## src/hw/rtl/afr_div_stage.sv

```systemverilog
// one registered restoring-division step: one quotient bit per stage
`default_nettype none

module afr_div_stage #(
	parameter int W = 16
) (
	input  wire logic           clk,
	input  wire logic           en,
	input  wire logic [2*W-1:0] work_i,
	input  wire logic [W-1:0]   den_i,
	output logic      [2*W-1:0] work_o,
	output logic      [W-1:0]   den_o
);

	// work holds {partial remainder, dividend bits left / quotient bits so far}
	logic [W:0]   trial;
	logic [W:0]   diff;
	logic         ge;
	logic [W-1:0] rem_next;

	always_comb begin
		trial    = {work_i[2*W-1:W], work_i[W-1]};
		diff     = trial - {1'b0, den_i};
		ge       = (trial >= {1'b0, den_i});
		rem_next = ge ? diff[W-1:0] : trial[W-1:0];
	end

	always_ff @(posedge clk) begin
		if (en) begin
			work_o <= {rem_next, work_i[W-2:0], ge};
			den_o  <= den_i;
		end
	end

endmodule

`default_nettype wire

```

## config.mk

```make
export PLATFORM = sky130hd
export DESIGN_NAME = afr_div_stage
export DESIGN_NICKNAME = d
export VERILOG_FILES = /design/src/hw/rtl/afr_div_stage.sv
export SDC_FILE = /design/constraint.sdc
export NUM_CORES = 1
export LEC_CHECK = 0
export BUFFER_PORTS_ARGS = -buffer_cell sky130_fd_sc_hd__buf_2
export CAP_MARGIN = 20
export CELL_PAD_IN_SITES_DETAIL_PLACEMENT = 2
export CELL_PAD_IN_SITES_GLOBAL_PLACEMENT = 2
export CORE_AREA = 4 4 107 109
export CTS_CLUSTER_DIAMETER = 50
export CTS_CLUSTER_SIZE = 30
export DETAILED_ROUTE_END_ITERATION = 16
export DIE_AREA = 0 0 111 113
export GPL_ROUTABILITY_DRIVEN = 0
export GPL_TIMING_DRIVEN = 0
export PLACE_DENSITY = 0.77
export SYNTH_ARGS = -nofsm -noshare
export SYNTH_HDL_FRONTEND = slang
export SYNTH_SLANG_ARGS = --single-unit
```

## constraint.sdc

```tcl
create_clock -name clk -period 2.6 [get_ports clk]
set_input_delay 0.39 -clock clk [delete_from_list [all_inputs] [get_ports clk]]
set_output_delay 0.39 -clock clk [all_outputs]
set_load 0.1 [all_outputs]
```

Word level (Yosys, flattened, before mapping)
Cells that the tools add are included.
{ "totals": {"input_bits": 50, "reg_bits": 48, "word_cells": 5, "out_inout_bits": 48} }
{ "classes": {"order_cmp": 1, "n_addsub": 1, "n_mux": 1} }
{ "ops": {"columns": ["op", "n"], "rows": [
  [">= comparator 17 x 16 -> 1 bit", 1],
  ["two-way mux 16 bit", 1],
  ["subtractor 16 bit", 1]
]} }

Depth between registers and ports, before layout
{ "depth": {"ltp_word": 2, "mapped_depth": 10, "depth_no_buf": 9} }

Worst setup path after synthesis
OpenSTA, ideal clock, no wires.
{ "synth_path": {"path_type": "input-to-reg", "from": "in den_i[4]", "to": "reg work_o[24], data pin", "slack_ns": 0.061, "cell_stages": 9, "setup_time_ns": 0.260, "path_buffers": 1, "required_ns": 2.340, "arrival_time_ns": 2.278, "path_cell_list": "inv_1 ha_1 a211oi_1 o211ai_1 o21ai_2 o211ai_2 a31oi_4 buf_6 mux2_4"} }
{ "synth_via": {"elab_chain_len": 2, "word_cells_on_any_way": 3, "cone_classes": "1 x add/sub; 1 x order compare; 1 x mux"} }
{ "synth_rtl": {"columns": ["item", "line_no", "rtl"], "rows": [
  ["start, declared", "10", "input wire logic [W-1:0] den_i,"],
  ["subtractor 16 bit or >= comparator 17 x 16 -> 1 bit (tied branches)", "23, 24", null],
  ["two-way mux 16 bit *", "25", "rem_next = ge ? diff[W-1:0] : trial[W-1:0];"],
  ["net rem_next[8]", "19", "logic [W-1:0] rem_next;"],
  ["end signal, assigned", "30", "work_o <= {rem_next, work_i[W-2:0], ge};"],
  ["end, declared", "11", "output logic [2*W-1:0] work_o,"]
]} }
The timed path passes the listed nets; every way through them passes the cells marked *.
A chain may end at the register's enable or synchronous reset.

Final worst setup path
{ "layout_path": {"from": "in den_i[4]", "to": "reg work_o[18], data pin"} }
{ "layout_via": {"elab_chain_len": 2} }
{ "layout_rtl": {"columns": ["item", "line_no", "rtl"], "rows": [
  [">= comparator 17 x 16 -> 1 bit", "24", "ge = (trial >= {1'b0, den_i});"],
  ["two-way mux 16 bit", "25", null],
  ["net rem_next[2]", "19", null]
]} }
The timed path passes the listed nets, and every way through them passes these cells.

==> summary.txt <==
Cells and area
  • Layout cells sized above 1: 0.424
  • Filler cell count: about 1200
  • Multi-input logic area: about 1000 sq um
  • Most common cell after layout, fill and taps aside: buf_2
  • Final #Nets: about 380
  • Flip-flop and latch area: 1440 sq um
  • Layout area overhead: 31.7%
  • Final core utilization: 0.321
  • Design area: between 3000 and 4000 sq um
  • Commonest non-fill, non-tap cells in the layout: buf_2, edfxtp_1, inv_1, ha_1, a21oi_1
  • Antenna Cells: 0

Place
  • IO buf count: 97
  • Final HPWL DP: approximately 5400 um
  • DP Area: between 3000 and 4000 sq um

Synth
  • Yosys warns: 0
  • Mean Syn Cell Area: between 10 and 15 sq um
  • Post-Synthesis Cells: slightly above 200
  • Mapped cell area: 2590 sq um
  • Syn_nets: 270
  • Sequential fraction of the synthesis area: 0.557
  • FF+latch count, synth: 48
  • Synth cell types: 39

Routing
  • Via/cell ratio: between 4 and 5
  • WL final: between 7000 and 8000 um
  • TritonRoute pass-1 iters: 4
  • Wire per inst: ~16 um
  • Iter 0 DRT Violations: 79
  • DR vias: roughly 2000
  • ANT nets after route: 0
  • DRC Markers: 0

Floorplan
  • # IOs: 98
  • Die width: 111 um
  • Die Ht: between 100 and 150 um
  • Initial Util: 0.244
  • Core Region: ~11000 sq um
  • Die area: ~13000 sq um
  • Num rows: 38

STA
  • Slew @ Worst Pin: roughly 0.54 ns
  • Tcrit/Tclk final: 0.953
  • Final Hold Viols: 0
  • Final Slew Violations: 0
  • Post-Route Setup TNS: 0 ns
  • Unrepaired setup endpoints after global routing: false
  • Final setup vio count: 0
  • Min Tclk post-route: around 2.5 ns
  • Max_slew headroom: 0.636
  • FMAX: around 0.4 GHz

Clock tree
  • Hold Buf Count CTS: 0
  • CTS buffer count: 5
  • CTS Buffer Depth: 2
  • CTS sink cnt: between 40 and 50
  • CTS tree: built
  • Clk pin slew, worst setup/hold paths: ~0.090 ns
  • H-Tree Depth: 2
  • Root Driver: clkbuf_8

Worst setup path
  • Setup crit start kind: primary input
  • Crit path capture type: flop
  • CP Data Required Time: roughly 2.7 ns
  • Critical path type: in2reg
  • Max FO, Critical Path: 7
  • CP Data Arrival Time: ~2.5 ns

Status
  • Status: complete, no violations

GRT
  • Antenna violations before repair: 0
  • Vias in the first global route: around 2200
  • Gr usage total: 0.110
  • Most used routing layer: met2
  • Pin count of the biggest net entering global routing: 49
  • Global-route wire length before repair: ~11000 um
  • Overflow after GRT: 0
  • M3 GR Usage: 0.0262
  • Met1 usage: 0.129
  • GRT met2 Usage: 0.201

Power
  • PwrDens: ~760 nW/um^2
  • LEAKAGE: around 1.5 nW
  • Maximum vdd drop: ~250 uV

Flow run
  • Max cap viols: 0

Min path
  • Worst min-delay path class: in2reg
[critical path, stage by stage]
cell and delay, ns:
buf_2 0.09, inv_1 0.04, ha_1 0.36, a211oi_2 0.32
o211ai_1 0.18, o21ai_2 0.24, o211ai_2 0.15, a31oi_4 0.21
buf_4 0.21, mux2_2 0.35
[final timing paths]
kind / depth (start not counted) / from / slack [ns] / endpoint
setup / recovery: 10 / den_i[4] / 0.12 / work_o[18]
hold / removal: 1 / work_i[10] / 0.26 / work_o[11]
[layer usage]
layer	vias to the layer above	wire length, um
met5	-	0
met4	0	74
met3	4	442
met2	69	3580
met1	992	2930
li1	967	-
[flip-flops by register name, indices dropped and copies added, names as in the netlist]
name	count
den_o	16
work_o	32
[synth_stat cells (all sizes together)]
cell type  count  area share
edfxtp        48        0.56
o211ai         2      0.0077
a21oi         14       0.027
nor3           1      0.0019
a21o           7       0.020
o22ai          1      0.0024
o31a           2      0.0068
xnor2          6       0.020
mux2i          2      0.0077
nand2          8       0.012
mux2          13       0.065
inv           22       0.032
a21boi         2      0.0058
nor2          12       0.017
nor2b          3      0.0073
ha            16       0.077
o211a          1      0.0039
o21a           3      0.0087
a31oi          1      0.0082
nor3b          1      0.0029
clkbuf         1      0.0019
or4            1      0.0044
fa             1      0.0077
xor2           3       0.010
a311o          1      0.0039
o31ai          1      0.0029
buf            3       0.010
o21ai         13       0.027
a32o           1      0.0039
nand3b         1      0.0029
a211oi         5       0.015
nand4          3      0.0097
nand3          3      0.0058
a211o          1      0.0034
[power by group]
part / internal (mW) / switching [mW]
Clock: 0.286 / 0.274
Sequential: 0.950 / 0.0181
Combinational: 0.234 / 0.813
[stage by stage]
step | instances | worst slack (ns) | total power, mW | hold WS (ns)
after floorplan | 203 | 0.0614 | 1.83 | 0.489
after global placement | 440 | -0.464 | 2.01 | 0.566
after detailed placement | 440 | -0.503 | 2.03 | 0.570
after CTS | 449 | 0.0281 | 2.60 | 0.253
after global routing | 451 | 0.00458 | 2.70 | 0.245
final | 451 | 0.121 | 2.57 | 0.263
[area by class of cell]
| cell class | count | area share |
|---|---|---|
| clock inverters | 3 | 0.0125 |
| plain buffers | 4 | 0.00918 |
| multi-input cells | 129 | 0.307 |
| inverters | 22 | 0.0242 |
| repair buffers | 100 | 0.153 |
| clock buffers | 5 | 0.0202 |
| flip-flops and latches | 48 | 0.423 |
| well taps | 140 | 0.0514 |
[repair_timing]
action                                  in CTS  in global routing
resized for setup                            2                  2
endpoints found under the setup margin      16                 13
buffers inserted                             1                  1
pin swaps                                    1                  1
[cell families (layout without fill, tap and decap cells)]
logic type               Yosys count  in the layout  synth area share
XOR/XNOR                           9              9            0.0305
multiplexers                      15             15            0.0731
adder cells (fa/ha/maj)           17             17            0.0851
AO/OA/AOI/OAI                     55             55             0.146
AND/OR/NAND/NOR                   33             33            0.0639
buffers and inverters             26            134            0.0440
flip-flops                        48             48             0.557
Power figures use the tool's default switching activity.
